### config.mk
export PLATFORM = sky130hd
export DESIGN_NAME = line_pixel_generator
export DESIGN_NICKNAME = d
export VERILOG_FILES = /design/src/lpg_pkg.sv /design/src/lpg_seq.sv /design/src/lpg_datapath.sv /design/src/line_pixel_generator.sv
export SDC_FILE = /design/constraint.sdc
export NUM_CORES = 1
export LEC_CHECK = 0
export BUFFER_PORTS_ARGS = -buffer_cell sky130_fd_sc_hd__buf_2
export CORE_ASPECT_RATIO = 1.2
export CORE_MARGIN = 5
export CORE_UTILIZATION = 30
export CTS_CLUSTER_DIAMETER = 100
export DETAILED_ROUTE_END_ITERATION = 10
export HOLD_SLACK_MARGIN = 0.15
export PLACE_DENSITY = 0.5
export RECOVER_POWER = 50
export SKIP_LAST_GASP = 1
export SYNTH_ARGS = -nofsm -noshare
export SYNTH_HDL_FRONTEND = slang
export SYNTH_SLANG_ARGS = --single-unit
### constraint.sdc
create_clock -name clk -period 5.62 [get_ports clk]
set_input_delay 1.124 -clock clk [delete_from_list [all_inputs] [get_ports clk]]
set_output_delay 1.124 -clock clk [all_outputs]
set_load 0.01 [all_outputs]
### src/lpg_pkg.sv
// lpg_pkg: shared types, constants and helpers of the line pixel generator
// holds the transfer structs, microcode control word and status types
// no dependencies
`timescale 1ns / 1ps
`default_nettype none

package lpg_pkg;

	localparam int SCREEN_SIZE = 128;
	localparam int COORD_W     = 7;
	localparam int ERR_W       = COORD_W + 2;
	localparam int UPC_W       = 3;

	localparam logic [COORD_W-1:0] COORD_MAX = COORD_W'(SCREEN_SIZE - 1);

	typedef logic [COORD_W-1:0] coord_t;
	typedef logic [UPC_W-1:0]   upc_t;

	// request: two end points
	typedef struct packed {
		coord_t start_x;
		coord_t start_y;
		coord_t end_x;
		coord_t end_y;
	} req_t;

	// result: two pixels, mark for the second, end of line
	typedef struct packed {
		coord_t first_px;
		coord_t first_py;
		coord_t second_px;
		coord_t second_py;
		logic   second_valid;
		logic   last;
	} pix_t;

	// datapath operations
	typedef enum logic [2:0] {
		OP_NONE,
		OP_LOAD,
		OP_SETUP,
		OP_FIRST,
		OP_SECOND,
		OP_ODD
	} dp_op_t;

	// condition a step waits on before it executes
	typedef enum logic [1:0] {
		WAIT_NONE,
		WAIT_REQ,
		WAIT_OUT
	} wait_t;

	// sequencing after a step
	typedef enum logic [1:0] {
		BR_NEXT,
		BR_ALWAYS,
		BR_DONE,
		BR_NOT_DONE
	} branch_t;

	// microprogram step addresses
	localparam upc_t STEP_IDLE   = UPC_W'(0);
	localparam upc_t STEP_SETUP  = UPC_W'(1);
	localparam upc_t STEP_FIRST  = UPC_W'(2);
	localparam upc_t STEP_SECOND = UPC_W'(3);
	localparam upc_t STEP_WRAP   = UPC_W'(4);
	localparam upc_t STEP_ODD    = UPC_W'(5);

	typedef struct packed {
		logic    req_ready;
		dp_op_t  op;
		wait_t   wait_on;
		branch_t branch;
		upc_t    target;
	} ctrl_t;

	// datapath status back to the sequencer
	typedef struct packed {
		logic done;
		logic out_free;
	} stat_t;

	function automatic coord_t clamp_coord(input coord_t v);
		clamp_coord = (v > COORD_MAX) ? COORD_MAX : v;
	endfunction

endpackage

`default_nettype wire

### src/lpg_seq.sv
// lpg_seq: microcode rom and step counter of the line pixel generator
// depends on lpg_pkg for the control word and status types
`timescale 1ns / 1ps
`default_nettype none

module lpg_seq
	import lpg_pkg::*;
(
	input  wire logic  clk,
	input  wire logic  arst_n,
	input  wire logic  req_valid,
	output logic       req_stall,
	input  wire stat_t stat,
	output ctrl_t      ctrl
);

	upc_t  upc_q;
	upc_t  upc_d;
	ctrl_t cw;
	logic  go;
	logic  taken;

	function automatic ctrl_t ucode_rom(input upc_t s);
		ctrl_t w;
		w = '{req_ready: 1'b0, op: OP_NONE, wait_on: WAIT_NONE,
		      branch: BR_ALWAYS, target: STEP_IDLE};
		unique case (s)
			STEP_IDLE: begin
				w.req_ready = 1'b1;
				w.op        = OP_LOAD;
				w.wait_on   = WAIT_REQ;
				w.branch    = BR_NEXT;
			end
			STEP_SETUP: begin
				w.op     = OP_SETUP;
				w.branch = BR_NEXT;
			end
			STEP_FIRST: begin
				w.op     = OP_FIRST;
				w.branch = BR_DONE;
				w.target = STEP_ODD;
			end
			STEP_SECOND: begin
				w.op      = OP_SECOND;
				w.wait_on = WAIT_OUT;
				w.branch  = BR_NOT_DONE;
				w.target  = STEP_FIRST;
			end
			STEP_WRAP: begin
				w.branch = BR_ALWAYS;
			end
			STEP_ODD: begin
				w.op      = OP_ODD;
				w.wait_on = WAIT_OUT;
				w.branch  = BR_ALWAYS;
			end
			default: begin
				w.branch = BR_ALWAYS;
			end
		endcase
		ucode_rom = w;
	endfunction

	always_comb begin
		cw = ucode_rom(upc_q);

		unique case (cw.wait_on)
			WAIT_NONE: go = 1'b1;
			WAIT_REQ:  go = req_valid;
			WAIT_OUT:  go = stat.out_free;
			default:   go = 1'b0;
		endcase

		unique case (cw.branch)
			BR_NEXT:     taken = 1'b0;
			BR_ALWAYS:   taken = 1'b1;
			BR_DONE:     taken = stat.done;
			BR_NOT_DONE: taken = !stat.done;
			default:     taken = 1'b0;
		endcase

		if (!go) begin
			upc_d = upc_q;
		end else if (taken) begin
			upc_d = cw.target;
		end else begin
			upc_d = upc_q + 1'b1;
		end

		ctrl = cw;
		if (!go) begin
			ctrl.op = OP_NONE;
		end
	end

	assign req_stall = !cw.req_ready;

	always_ff @(posedge clk or negedge arst_n) begin
		if (!arst_n) begin
			upc_q <= STEP_IDLE;
		end else begin
			upc_q <= upc_d;
		end
	end

endmodule

`default_nettype wire

### src/lpg_datapath.sv
// lpg_datapath: coordinate, error and output registers of the line pixel generator
// driven by the lpg_seq control word; depends on lpg_pkg
`timescale 1ns / 1ps
`default_nettype none

module lpg_datapath
	import lpg_pkg::*;
(
	input  wire logic  clk,
	input  wire logic  arst_n,
	input  wire req_t  req,
	input  wire ctrl_t ctrl,
	input  wire logic  pix_stall,
	output stat_t      stat,
	output logic       pix_valid,
	output pix_t       pix
);

	coord_t ax_q, ay_q, bx_q, by_q;
	logic   steep_q;
	logic   step_neg_q;
	coord_t maj_q, min_q, maj_end_q;
	coord_t dmaj_q, dmin_q;
	logic signed [ERR_W-1:0] err_q;
	coord_t first_px_q, first_py_q;
	logic   out_valid_q;
	pix_t   out_q;

	// setup terms
	coord_t dx, dy;
	logic   steep, swap;
	coord_t m0, n0, m1, n1;

	// bresenham advance
	logic signed [ERR_W-1:0] err_sub;
	logic signed [ERR_W-1:0] err_next;
	coord_t min_next;
	coord_t cur_px, cur_py;
	logic   advance;

	always_comb begin
		dx    = (ax_q > bx_q) ? (ax_q - bx_q) : (bx_q - ax_q);
		dy    = (ay_q > by_q) ? (ay_q - by_q) : (by_q - ay_q);
		steep = dy > dx;
		m0    = steep ? ay_q : ax_q;
		n0    = steep ? ax_q : ay_q;
		m1    = steep ? by_q : bx_q;
		n1    = steep ? bx_q : by_q;
		swap  = m0 > m1;

		err_sub = err_q - $signed({2'b00, dmin_q});
		if (err_sub[ERR_W-1]) begin
			min_next = step_neg_q ? (min_q - 1'b1) : (min_q + 1'b1);
			err_next = err_sub + $signed({2'b00, dmaj_q});
		end else begin
			min_next = min_q;
			err_next = err_sub;
		end

		cur_px  = steep_q ? min_q : maj_q;
		cur_py  = steep_q ? maj_q : min_q;
		advance = (ctrl.op == OP_FIRST) || (ctrl.op == OP_SECOND);
	end

	assign stat.done     = (maj_q == maj_end_q);
	assign stat.out_free = !out_valid_q || !pix_stall;

	always_ff @(posedge clk) begin
		case (ctrl.op)
			OP_LOAD: begin
				ax_q <= clamp_coord(req.start_x);
				ay_q <= clamp_coord(req.start_y);
				bx_q <= clamp_coord(req.end_x);
				by_q <= clamp_coord(req.end_y);
			end
			OP_SETUP: begin
				steep_q    <= steep;
				maj_q      <= swap ? m1 : m0;
				maj_end_q  <= swap ? m0 : m1;
				min_q      <= swap ? n1 : n0;
				step_neg_q <= swap ? (n1 >= n0) : (n0 >= n1);
				dmaj_q     <= steep ? dy : dx;
				dmin_q     <= steep ? dx : dy;
				err_q      <= $signed({2'b00, (steep ? dy : dx) >> 1});
			end
			OP_FIRST: begin
				first_px_q <= cur_px;
				first_py_q <= cur_py;
			end
			OP_SECOND: begin
				out_q <= '{first_px: first_px_q, first_py: first_py_q,
				           second_px: cur_px, second_py: cur_py,
				           second_valid: 1'b1, last: stat.done};
			end
			OP_ODD: begin
				out_q <= '{first_px: first_px_q, first_py: first_py_q,
				           second_px: '0, second_py: '0,
				           second_valid: 1'b0, last: 1'b1};
			end
			default: begin
			end
		endcase

		if (advance) begin
			maj_q <= maj_q + 1'b1;
			min_q <= min_next;
			err_q <= err_next;
		end
	end

	always_ff @(posedge clk or negedge arst_n) begin
		if (!arst_n) begin
			out_valid_q <= 1'b0;
		end else if ((ctrl.op == OP_SECOND) || (ctrl.op == OP_ODD)) begin
			out_valid_q <= 1'b1;
		end else if (!pix_stall) begin
			out_valid_q <= 1'b0;
		end
	end

	assign pix_valid = out_valid_q;
	assign pix       = out_q;

endmodule

`default_nettype wire

### src/line_pixel_generator.sv
// line_pixel_generator: bresenham line rasterizer, up to two pixels per result
// the first result is written to the output register in the second (or odd) step, after idle, setup and first
// a new request is taken only back in idle, once every pixel of the line has had a first
//   or second step and the wrap or odd step has run; output stalls hold the second and odd steps
// reset: arst_n clears the step counter and the output valid; payload is not reset
// depends on lpg_pkg, lpg_seq and lpg_datapath
`timescale 1ns / 1ps
`default_nettype none

module line_pixel_generator
	import lpg_pkg::*;
(
	input  wire logic clk,
	input  wire logic arst_n,
	// request channel
	input  wire logic req_valid,
	output logic      req_stall,
	input  wire req_t req,
	// pixel channel
	output logic      pix_valid,
	input  wire logic pix_stall,
	output pix_t      pix
);

	// control word from the rom, its op already gated by the wait condition
	ctrl_t ctrl;
	// done and output-free flags for waits and branches
	stat_t stat;

	// microprogram:
	//   idle   - take a request (waits for req_valid), clamp and hold end points
	//   setup  - pick major axis, order end points, extents, initial error
	//   first  - park current pixel as first of the pair, step; last pixel -> odd
	//   second - wait for free output register, write pair, step; more -> first
	//   wrap   - back to idle after an even pixel count
	//   odd    - wait for free output register, write lone pixel with last set
	lpg_seq u_seq (
		.clk       (clk),
		.arst_n    (arst_n),
		.req_valid (req_valid),
		.req_stall (req_stall),
		.stat      (stat),
		.ctrl      (ctrl)
	);

	// coordinate and error registers plus the output register; the output
	// register lets the sequencer move on while a result waits for transfer
	lpg_datapath u_dp (
		.clk       (clk),
		.arst_n    (arst_n),
		.req       (req),
		.ctrl      (ctrl),
		.pix_stall (pix_stall),
		.stat      (stat),
		.pix_valid (pix_valid),
		.pix       (pix)
	);

endmodule

`default_nettype wire

==> metrics.md, run 1 <==
| Metric | Value |
|---|---|
| Vias | `5494` |
| Avg Cell Area, Syn | `11.2 sq um` |
| Via density | `between 4 and 5` |
| Die W | `159 microns` |
| Nature of the critical path startpoint | `flop` |
| Worst Path Arrival | `5500 ps` |
| Setup TNS Final | `0 ps` |
| Final clock skew | `11.2 ps` |
| WL met1 | `8.30 mm` |
| Layout area overhead | `20.0%` |
| Yosys warning count | `0` |
| Yosys cell types | `65` |
| TritonCTS Buffers | `17` |
| Min Tclk post-route | `5310 ps` |
| Skew-Pair Late Insertion Delay | `410 ps` |
| Net Count, Synth | `824` |
| Synthesis-stage register bit count | `approximately 120` |
| Ys flop type | `edfxtp_1` |
| Kind of critical path | `flop to flop` |
| Post-synthesis sequential area ratio | `45.7%` |
| Hold Path Origin | `u_dp.first_px_q[6]$_DFFE_PN_` |
| Ant. Diodes | `0` |
| Core area | `26300 sq um` |
| Post-synth ARST share | `3.28%` |
| Io pins | `64` |
| Root Driver | `clkbuf_16` |
| WP data required | `5820 ps` |
| Largest net degree at the start of global routing | `31` |
| Number of max-cap violations | `1` |
| Final core utilization | `36.4%` |
| Met3 WL post-DR | `820 microns` |
| Number of H-tree levels | `4` |
| Reg2reg path depth | `22` |
| Commonest non-fill, non-tap cell in the layout | `edfxtp_1` |
| Nets | `~900` |
| Total clock sinks | `122` |
| PortBufs | `63` |
| Worst hold path class | `flop to flop` |
| Clock tree from TritonCTS | `yes` |
| Die height | `189 microns` |
| Final setup viols | `0` |
| DP Wirelength | `about 14 mm` |
| Hold path cells | `0` |
| Reg2reg start | `u_dp.ax_q[3]$_SDFFCE_PN1N_` |
| Crit Reg-Reg Endpoint | `u_dp.maj_q[0]$_DFFE_PP_` |
| Slew HR | `-9.74%` |
| DIE AREA | `29900 sq um` |
| Initial antenna violation count | `0` |
| Share of layout cells above drive strength 1 | `19.3%` |
| Post-route DRC | `0` |
| R2R setup slack | `310 ps` |
| Mapped Area | `7970 sq um` |
| Num rows | `65` |
| Total Wirelength | `approximately 18 mm` |
| Clock transition at path regs | `roughly 70 ps` |
| Gate Count Post-Synth | `711` |
| Detail Route Antenna Nets | `0` |
| Uppermost layer routed | `met4` |
| Slew Limit Fails | `29` |
| Status | `complete, but fails checks` |
| Number of synthesized flops with an enable pin | `around 120` |
| Overall routing resource usage | `roughly an eighth` |
| Crit Path Max Fanout | `8` |
| Final hold viol count | `0` |
| Global-route wire length before repair | `29.6 mm` |
| Hold EP | `u_dp.pix[29]$_DFFE_PP_` |
| WL/cell | `16.2 microns` |
| GR Overflow Total | `0` |
| Placed inst area | `8750 sq um` |
| Slew @ Worst Pin | `1650 ps` |
| Most frequent cells in the layout | `118 x edfxtp_1, 72 x ha_1, 69 x inv_1, 46 x mux2i_1, 44 x buf_4` |
| Fmax | `188 MHz` |
| Number of global-route vias before repair | `~5700` |
| Met2 routed WL | `9.09 mm` |
| Failing checks | `max-capacitance violations, max-slew violations` |
| Tcrit/Tclk final | `94.4%` |
| Largest register FFs | `30` |
| Initial Util | `a little over 30%` |
| Worst Setup End Kind | `flop` |
| Final Instance Area | `9560 sq um` |
| Initial drt markers | `~220` |
| CTS Hold Buffers Added | `0` |
| Placer Congestion | `0.819` |
| Clock Path Buffers | `2` |
| Drt first pass iters | `5` |
cell type report:
class                   count  area (sq um)
flip-flops and latches    122          3640
fillers                  2634         16700
well taps                 335           419
repair buffers            111           678
inverters                  70           263
clock buffers              17           425
multi-input cells         468          3970
clock inverters            15           160
cell families after synthesis:
group,synth area share [%]
DFF,45.7
adders and majority gates,13.4
and+or+nand+nor,8.81
muxes,9.86
buffers and inverters,6.36
xor gates and xnor gates,4.16
AOI/OAI and AO/OA,11.7
worst max-delay path, cell delays in order (launching register included):
cell and delay (ps):
edfxtp_1 500, ha_1 420, o211a_1 220, o31ai_4 100
a31oi_4 290, mux2_2 430, xnor2_4 230, ha_1 290
nand2_1 100, nor2_2 50, buf_4 130, a41oi_4 310
buf_12 210, mux2i_4 260, ha_1 270, nor2b_1 130
o21ai_0 130, nand2b_1 80, a21oi_1 180, a41o_1 220
nor2_1 70, buf_4 160, a222oi_1 300
stage by stage:
stage | setup WS, ps | std cells | hold WS, ps
finish | 315 | 1138 | 417
detailed placement | -108 | 1092 | 405
CTS | 15.6 | 1124 | 418
global route | -35.3 | 1138 | 420
floorplan | 332 | 711 | 400
global placement | -99.9 | 1092 | 403
Yosys cell counts, types with 2 or more instances:
master      n  area (sq um)
o31ai_1     2          15.0
buf_6       2          22.5
nor2b_1     7          43.8
o21bai_1    3          22.5
o221ai_1    3          26.3
edfxtp_1  118          3540
nand2_1    43           161
mux2_2     20           225
and2_1     16           100
nand3_1    11          55.1
fa_1        7           140
xnor2_1    20           175
clkbuf_1   35           131
o211ai_1    3          22.5
xor2_1     16           140
nor3_1      8          40.0
a221oi_1   11          96.3
o32ai_1     2          17.5
and3_1      2          12.5
a211oi_1    7          52.6
o21ai_0    26           130
ha_1       74           926
nor2_1     27           101
a21o_1      7          52.6
a31oi_1     2          12.5
buf_2       6          30.0
a21oi_1    34           170
inv_1      70           263
o21a_1      6          45.0
buf_4       8          60.1
nand3b_1    3          22.5
o221a_2     2          22.5
a41oi_1     2          17.5
a222oi_1    4          40.0
dfrtp_1     4           100
mux2i_1    56           561
nand2b_1   13          81.3
nand4_1     4          25.0
routing by layer:
metal / global-route usage (%) / up-vias
li1: - / 2714
met1: 15.5 / 2631
met2: 20.8 / 130
met3: 2.67 / 19
met4: 3.94 / 0
met5: 0 / -
worst max path at each step:
stage | from | end | slack (ps)
after global routing | u_dp.by_q[0]$_SDFFCE_PN1N_ | u_dp.maj_q[5]$_DFFE_PP_ | -40
after detailed placement | u_dp.ax_q[1]$_SDFFCE_PN1N_ | u_dp.min_q[0]$_DFFE_PP_ | -110
after global placement | u_dp.ax_q[1]$_SDFFCE_PN1N_ | u_dp.maj_q[0]$_DFFE_PP_ | -100
after floorplan | u_dp.bx_q[1]$_SDFFCE_PN1N_ | u_dp.step_neg_q$_DFFE_PP_ | 330
final | u_dp.ax_q[3]$_SDFFCE_PN1N_ | u_dp.maj_q[0]$_DFFE_PP_ | 310
after CTS | u_dp.ax_q[1]$_SDFFCE_PN1N_ | u_dp.maj_q[0]$_DFFE_PP_ | 20
timing repair:
item | in CTS | in global routing
gates cloned | 0 | 2
gates resized for setup | 1 | 28
setup endpoints to repair | 19 | 22
hold endpoints to repair | 0 | 0
buffers inserted | 0 | 12
pin swaps | 0 | 8
Power of run 1 is left out: the tool's default activity adds up to more than one toggle a clock period on the data nets, which glitch-free logic cannot reach.
==> run 2, diff against run 1 <==
--- a/config.mk
+++ b/config.mk
@@ -5,14 +5,14 @@
 export SDC_FILE = /design/constraint.sdc
 export NUM_CORES = 1
 export LEC_CHECK = 0
-export BUFFER_PORTS_ARGS = -buffer_cell sky130_fd_sc_hd__buf_2
 export CORE_ASPECT_RATIO = 1.2
 export CORE_MARGIN = 5
 export CORE_UTILIZATION = 30
 export CTS_CLUSTER_DIAMETER = 100
 export DETAILED_ROUTE_END_ITERATION = 10
+export DONT_BUFFER_PORTS = 1
 export HOLD_SLACK_MARGIN = 0.15
-export PLACE_DENSITY = 0.5
+export PLACE_DENSITY = 0.54
 export RECOVER_POWER = 50
 export SKIP_LAST_GASP = 1
 export SYNTH_ARGS = -nofsm -noshare
==> run 2 against run 1 <==
  * The run still ends with max-capacitance violations, max-slew violations left
  * Sequential share of layout area is 1.5 points higher
  * Core utilization is 1.4 points lower
  * Critical endpoint is now u_dp.min_q[0]$_DFFE_PP_
  * Wire length is 2.6% lower
  * Worst hold slack worse by 19 ps
  * Clock-buffer cell count stayed put
  * Non-clock buffer count is 66 lower
  * Maximum frequency is 0.56% higher
  * Critical path depth is 2 higher
  * Register-to-register slack better by 30 ps
  * Global-route usage is 0.30 points lower
  * Die area stayed put
  * Design area is 3.8% lower
==> metrics.md, run 2 (same netlist as run 1, synthesis figures left out) <==
| Metric | Value |
|---|---|
| Status | `complete, but fails checks` |
| Failing checks | `max-capacitance violations, max-slew violations` |
| Global-route wire length before repair | `roughly 28 mm` |
| TritonCTS Buffers | `17` |
| Slew Limit Fails | `29` |
| Nets | `about 840` |
| Number of max-cap violations | `1` |
| Tcrit/Tclk final | `93.9%` |
| Drt first pass iters | `6` |
| Final Instance Area | `9200 sq um` |
| Final setup viols | `0` |
| Min Tclk post-route | `5280 ps` |
| Slew @ Worst Pin | `approximately 1600 ps` |
| DIE AREA | `29900 sq um` |
| Initial antenna violation count | `0` |
| Placed inst area | `8440 sq um` |
| Initial Util | `30.3%` |
| Number of H-tree levels | `4` |
| Total clock sinks | `around 120` |
| Post-route DRC | `0` |
| Slowest CP cell | `edfxtp_1` |
| Critical path's largest stage delay | `440 ps` |
| Largest net degree at the start of global routing | `31` |
| Kind of critical path | `flop to flop` |
| Worst Setup End Kind | `flop` |
| Nature of the critical path startpoint | `flop` |
| PnR worst setup slack | `344 ps` |
| Fmax | `~190 MHz` |
| CTS Hold Buffers Added | `0` |
| Slew HR | `-9.02%` |
| Clock Path Buffers | `2` |
| Final hold viol count | `0` |
| Fillers | `between 2000 and 3000` |
| Share of layout cells above drive strength 1 | `15.3%` |
| Vias | `5253` |
| Number of global-route vias before repair | `5248` |
| Setup WS pre-CTS | `-157 ps` |
| Total Wirelength | `18.0 mm` |
| Core area | `26300 sq um` |
| Largest register FFs | `30` |
| Via density | `4.90` |
| WL/cell | `16.8 microns` |
| Die height | `189 microns` |
| Initial drt markers | `around 300` |
| PortBufs | `0` |
| Detail Route Antenna Nets | `0` |
| Clock tree from TritonCTS | `yes` |
| Clock transition at path regs | `around 60 ps` |
| Most frequent cells in the layout | `118 x edfxtp_1, 73 x ha_1, 70 x inv_1, 52 x mux2i_1, 42 x nand2_1` |
| Io pins | `between 60 and 70` |
| Ant. Diodes | `0` |
| Root Driver | `clkbuf_16` |
| DP Wirelength | `13.8 mm` |
| Setup TNS Final | `0 ps` |
| WP data required | `roughly 5800 ps` |
| Num rows | `65` |
| Layout area overhead | `15.5%` |
| Overall routing resource usage | `roughly an eighth` |
| Commonest non-fill, non-tap cell in the layout | `edfxtp_1` |
| Worst Path Arrival | `5440 ps` |
| Placer Congestion | `0.863` |
| Skew-Pair Late Insertion Delay | `420 ps` |
| Worst hold path class | `input pin to async pin` |
| Final clock skew | `8.06 ps` |
| GR Overflow Total | `0` |
| CP cell instances | `inv_1 -> ha_1 -> nor2b_1 -> o31ai_4 -> nand2_2 -> o221a_2 -> o32ai_4 -> inv_1 -> ha_1 -> nand2_1 -> nor2_1 -> a21oi_2 -> a41oi_4 -> buf_12 -> mux2i_2 -> inv_1 -> ha_1 -> nor2b_1 -> o21ai_0 -> nand2b_1 -> a21oi_2 -> a41o_2 -> nand2_1 -> o221a_2` |
| Crit Path Max Fanout | `6` |
| Die W | `159 microns` |
run 2: cell types whose count changed in the layout (fill, tap and decap cells not counted), sizes merged:
| cell | previous run | this run |
|---|---|---|
| bufinv | 2 | 1 |
| clkinvlp | 1 | 4 |
| clkbuf | 53 | 21 |
| clkinv | 4 | 5 |
| inv | 78 | 75 |
| buf | 75 | 41 |
run 2: final timing paths:
path / from / end / slack [ps] / cells past startpoint
setup / recovery: u_dp.bx_q[1]$_SDFFCE_PN1N_ / u_dp.min_q[0]$_DFFE_PP_ / 340 / 24
min in group clk: u_dp.first_px_q[4]$_DFFE_PN_ / u_dp.pix[27]$_DFFE_PP_ / 420 / 0
hold reg to reg: u_dp.first_px_q[4]$_DFFE_PN_ / u_dp.pix[27]$_DFFE_PP_ / 420 / 0
max in group asynchronous: arst_n / u_seq.upc_q[0]$_DFFE_PN0P_ / 5160 / 0
setup reg to reg: u_dp.bx_q[1]$_SDFFCE_PN1N_ / u_dp.min_q[0]$_DFFE_PP_ / 340 / 24
hold / removal: arst_n / u_seq.upc_q[0]$_DFFE_PN0P_ / 400 / 0
run 2: area by class of cell:
class	count	area, sq um	area share, %
Inverter	70	263	2.86
Sequential cell	122	3640	39.6
Clock buffer	17	425	4.62
Tap cell	335	419	4.55
Timing Repair Buffer	45	398	4.32
Clock inverter	15	141	1.54
Multi-Input combinational cell	468	3910	42.5
run 2: through the flow:
stage                     instances  hold slack [ps]  util, %
after floorplan                 711              400        -
after global placement         1029              402     32.1
after detailed placement       1029              405     32.1
after CTS                      1061              377     34.3
after global routing           1072              371     35.0
final                          1072              398     35.0
run 2: timing repair:
item / CTS / global route
endpoints found under the setup margin: 19 / 22
gates resized for setup: 3 / 17
gates cloned: 0 / 2
setup buffers: 0 / 9
pin swaps: 1 / 3
run 2: layer usage:
| metal | vias to the layer above | wire, microns | track usage [%] |
|---|---|---|---|
| li1 | 2583 | - | - |
| met1 | 2543 | 8150 | 14.9 |
| met2 | 108 | 8930 | 20.1 |
| met3 | 19 | 671 | 3.26 |
| met4 | 0 | 241 | 3.51 |
| met5 | - | 0 | 0 |
run 2: critical path: cells and delay by family (launching register included):
family	cells	cell delay, ps
buf+inv	4	510
mux	1	280
flops	1	440
compound gates	9	2050
simple gates	7	870
fa+ha+maj	3	860
Power of run 2 is left out for the same reason.
==> run 3, diff against run 2 <==
--- a/config.mk
+++ b/config.mk
@@ -5,14 +5,13 @@
 export SDC_FILE = /design/constraint.sdc
 export NUM_CORES = 1
 export LEC_CHECK = 0
+export BUFFER_PORTS_ARGS = -buffer_cell sky130_fd_sc_hd__buf_2
 export CORE_ASPECT_RATIO = 1.2
 export CORE_MARGIN = 5
 export CORE_UTILIZATION = 30
 export CTS_CLUSTER_DIAMETER = 100
 export DETAILED_ROUTE_END_ITERATION = 10
-export DONT_BUFFER_PORTS = 1
 export HOLD_SLACK_MARGIN = 0.15
-export PLACE_DENSITY = 0.54
 export RECOVER_POWER = 50
 export SKIP_LAST_GASP = 1
 export SYNTH_ARGS = -nofsm -noshare
==> run 3 against run 2 <==
  * Wire length is 3.2% lower
  * Largest cell class unchanged
  * Worst hold slack improved by 15 ps
  * Worst setup slack lost 69 ps
  * Clock skew grew 2.4 ps
  * Via count up 4.1%
  * Non-clock buffer count up 53
  * First-iteration DRC count increased by 46%
  * Register-to-register slack lost 70 ps
  * The flow still finishes with violations (max-capacitance violations, max-slew violations)
  * Cell count is 4.9% higher
  * Highest routed layer unchanged
  * Clock-buffer cell count is the same
  * Sequential cell count did not move
  * Core utilization rose by 0.81 points
==> metrics.md, run 3 (same netlist as run 1, synthesis figures left out) <==
| Metric | Value |
|---|---|
| Fmax | `187 MHz` |
| Ant. Diodes | `0` |
| R2R setup slack | `280 ps` |
| Nets | `890` |
| Placer Congestion | `0.860` |
| Fillers | `roughly 2600` |
| Initial drt markers | `438` |
| Layout area overhead | `18.2%` |
| Slew @ Worst Pin | `1650 ps` |
| Final clock skew | `about 10 ps` |
| Register area | `3640 sq um` |
| Skew-Pair Late Insertion Delay | `420 ps` |
| Post-route DRC | `0` |
| Slew HR | `-9.85%` |
| Clock tree from TritonCTS | `yes` |
| Number of max-cap violations | `1` |
| Failing checks | `max-capacitance violations, max-slew violations` |
| Io pins | `64` |
| Layout Cells excl Fill | `1125` |
| Drt first pass iters | `7` |
| DP Wirelength | `about 13 mm` |
| Min Tclk post-route | `5340 ps` |
| Crit Reg-Reg Endpoint | `u_dp.maj_q[6]$_DFFE_PP_` |
| Reg2reg start | `u_dp.ax_q[3]$_SDFFCE_PN1N_` |
| Die W | `around 160 microns` |
| DP Cell Count | `about 1100` |
| Worst Path Arrival | `between 5000 and 6000 ps` |
| Number of global-route vias before repair | `5409` |
| Share of layout cells above drive strength 1 | `17.8%` |
| Total clock sinks | `122` |
| Worst hold path class | `flop to flop` |
| WP data required | `about 6000 ps` |
| Crit Path Max Fanout | `15` |
| Core area | `roughly 26000 sq um` |
| Total Wirelength | `roughly 17 mm` |
| Worst Setup End Kind | `flop` |
| TritonCTS Buffers | `17` |
| Reg2reg path depth | `21` |
| DIE AREA | `~30000 sq um` |
| GR Overflow Total | `0` |
| Commonest non-fill, non-tap cell in the layout | `edfxtp_1` |
| Clock Path Buffers | `2` |
| Nature of the critical path startpoint | `flop` |
| CTS Hold Buffers Added | `0` |
| Slew Limit Fails | `29` |
| Tcrit/Tclk final | `roughly 95%` |
| Hold Path Origin | `u_dp.first_px_q[4]$_DFFE_PN_` |
| Initial antenna violation count | `0` |
| Largest net degree at the start of global routing | `31` |
| Hold EP | `u_dp.pix[27]$_DFFE_PP_` |
| Hold path cells | `0` |
| Largest register FFs | `30` |
| Clock transition at path regs | `60 ps` |
| Vias | `5469` |
| Final setup viols | `0` |
| Number of H-tree levels | `4` |
| WL/cell | `15.5 microns` |
| Final hold viol count | `0` |
| Die height | `approximately 190 microns` |
| Overall routing resource usage | `11.5%` |
| Root Driver | `clkbuf_16` |
| Most frequent cells in the layout | `118 x edfxtp_1, 69 x inv_1, 69 x ha_1, 51 x mux2i_1, 43 x nand2_1` |
| Status | `complete, but fails checks` |
| Kind of critical path | `flop to flop` |
| Initial Util | `30.3%` |
| Num rows | `65` |
| Detail Route Antenna Nets | `0` |
| Area of the multi-input gates | `a little under 4000 sq um` |
| Via density | `4.86` |
| PortBufs | `63` |
| Global-route wire length before repair | `28.0 mm` |
run 3: cell count changes in the layout (fill, tap and decap cells not counted), moves of 2 or more:
cell	change
ha_4	+3
mux2_1	-4
buf_2	+26
clkinvlp_4	-3
buf_4	-6
clkbuf_1	+36
mux2_2	+4
ha_1	-4
clkinv_2	+2
run 3: timing repair:
action,in CTS,in global routing
pin swaps,1,3
gates resized for setup,3,24
buffers inserted,2,8
cloned,0,1
endpoints found under the setup margin,21,22
run 3: worst max-delay path: stages, from the launching register on:
cell and delay, ps:
edfxtp_1 510, ha_4 390, o211a_1 170, o31ai_2 80
buf_4 150, a31oi_4 280, mux2_2 400, xnor2_2 180
ha_1 310, nand2_1 60, nor2_2 150, a21oi_1 150
a41oi_4 320, buf_12 210, mux2i_1 450, ha_1 330
nand2_1 70, o21ai_0 90, a21oi_1 180, buf_4 160
mux2_2 360, mux2i_1 170
run 3: how the worst max path moves through the flow:
stage	slack (ps)	from	end
2_1_floorplan	330	u_dp.bx_q[1]$_SDFFCE_PN1N_	u_dp.step_neg_q$_DFFE_PP_
3_3_place_gp	5	u_dp.ax_q[1]$_SDFFCE_PN1N_	u_dp.maj_q[5]$_DFFE_PP_
3_5_place_dp	-120	u_dp.ax_q[1]$_SDFFCE_PN1N_	u_dp.min_q[5]$_DFFE_PP_
4_1_cts	9	u_dp.ax_q[4]$_SDFFCE_PN1N_	u_dp.min_q[5]$_DFFE_PP_
5_1_grt	-50	u_dp.by_q[0]$_SDFFCE_PN1N_	u_dp.min_q[5]$_DFFE_PP_
6_report	280	u_dp.ax_q[3]$_SDFFCE_PN1N_	u_dp.maj_q[6]$_DFFE_PP_
run 3: area by class of cell:
type | instances | area share (%)
inverters | 70 | 2.79
well taps | 335 | 4.45
flip-flops and latches | 122 | 38.7
clock buffers | 17 | 4.52
repair buffers | 98 | 5.97
multi-input cells | 468 | 42.1
clock inverters | 15 | 1.51
run 3: through the flow:
stage / setup TNS [ps] / utilization (%) / cell area (sq um) / hold WS, ps / setup WS (ps)
2_1_floorplan: 0 / - / 7970 / 400 / 332
3_3_place_gp: 0 / 33.0 / 8680 / 405 / 4.84
3_5_place_dp: -835 / 33.0 / 8680 / 408 / -117
4_1_cts: 0 / 35.3 / 9280 / 416 / 8.92
5_1_grt: -242 / 35.8 / 9420 / 422 / -51.3
6_report: 0 / 35.8 / 9420 / 413 / 276
run 3: per-layer routing:
| layer | GRT usage (%) | share of wire, % |
|---|---|---|
| met1 | 14.9 | 46 |
| met4 | 3.41 | 1.4 |
| met2 | 18.8 | 48 |
| met3 | 3.37 | 4.7 |
| met5 | 0 | 0 |
Power of run 3 is left out for the same reason.
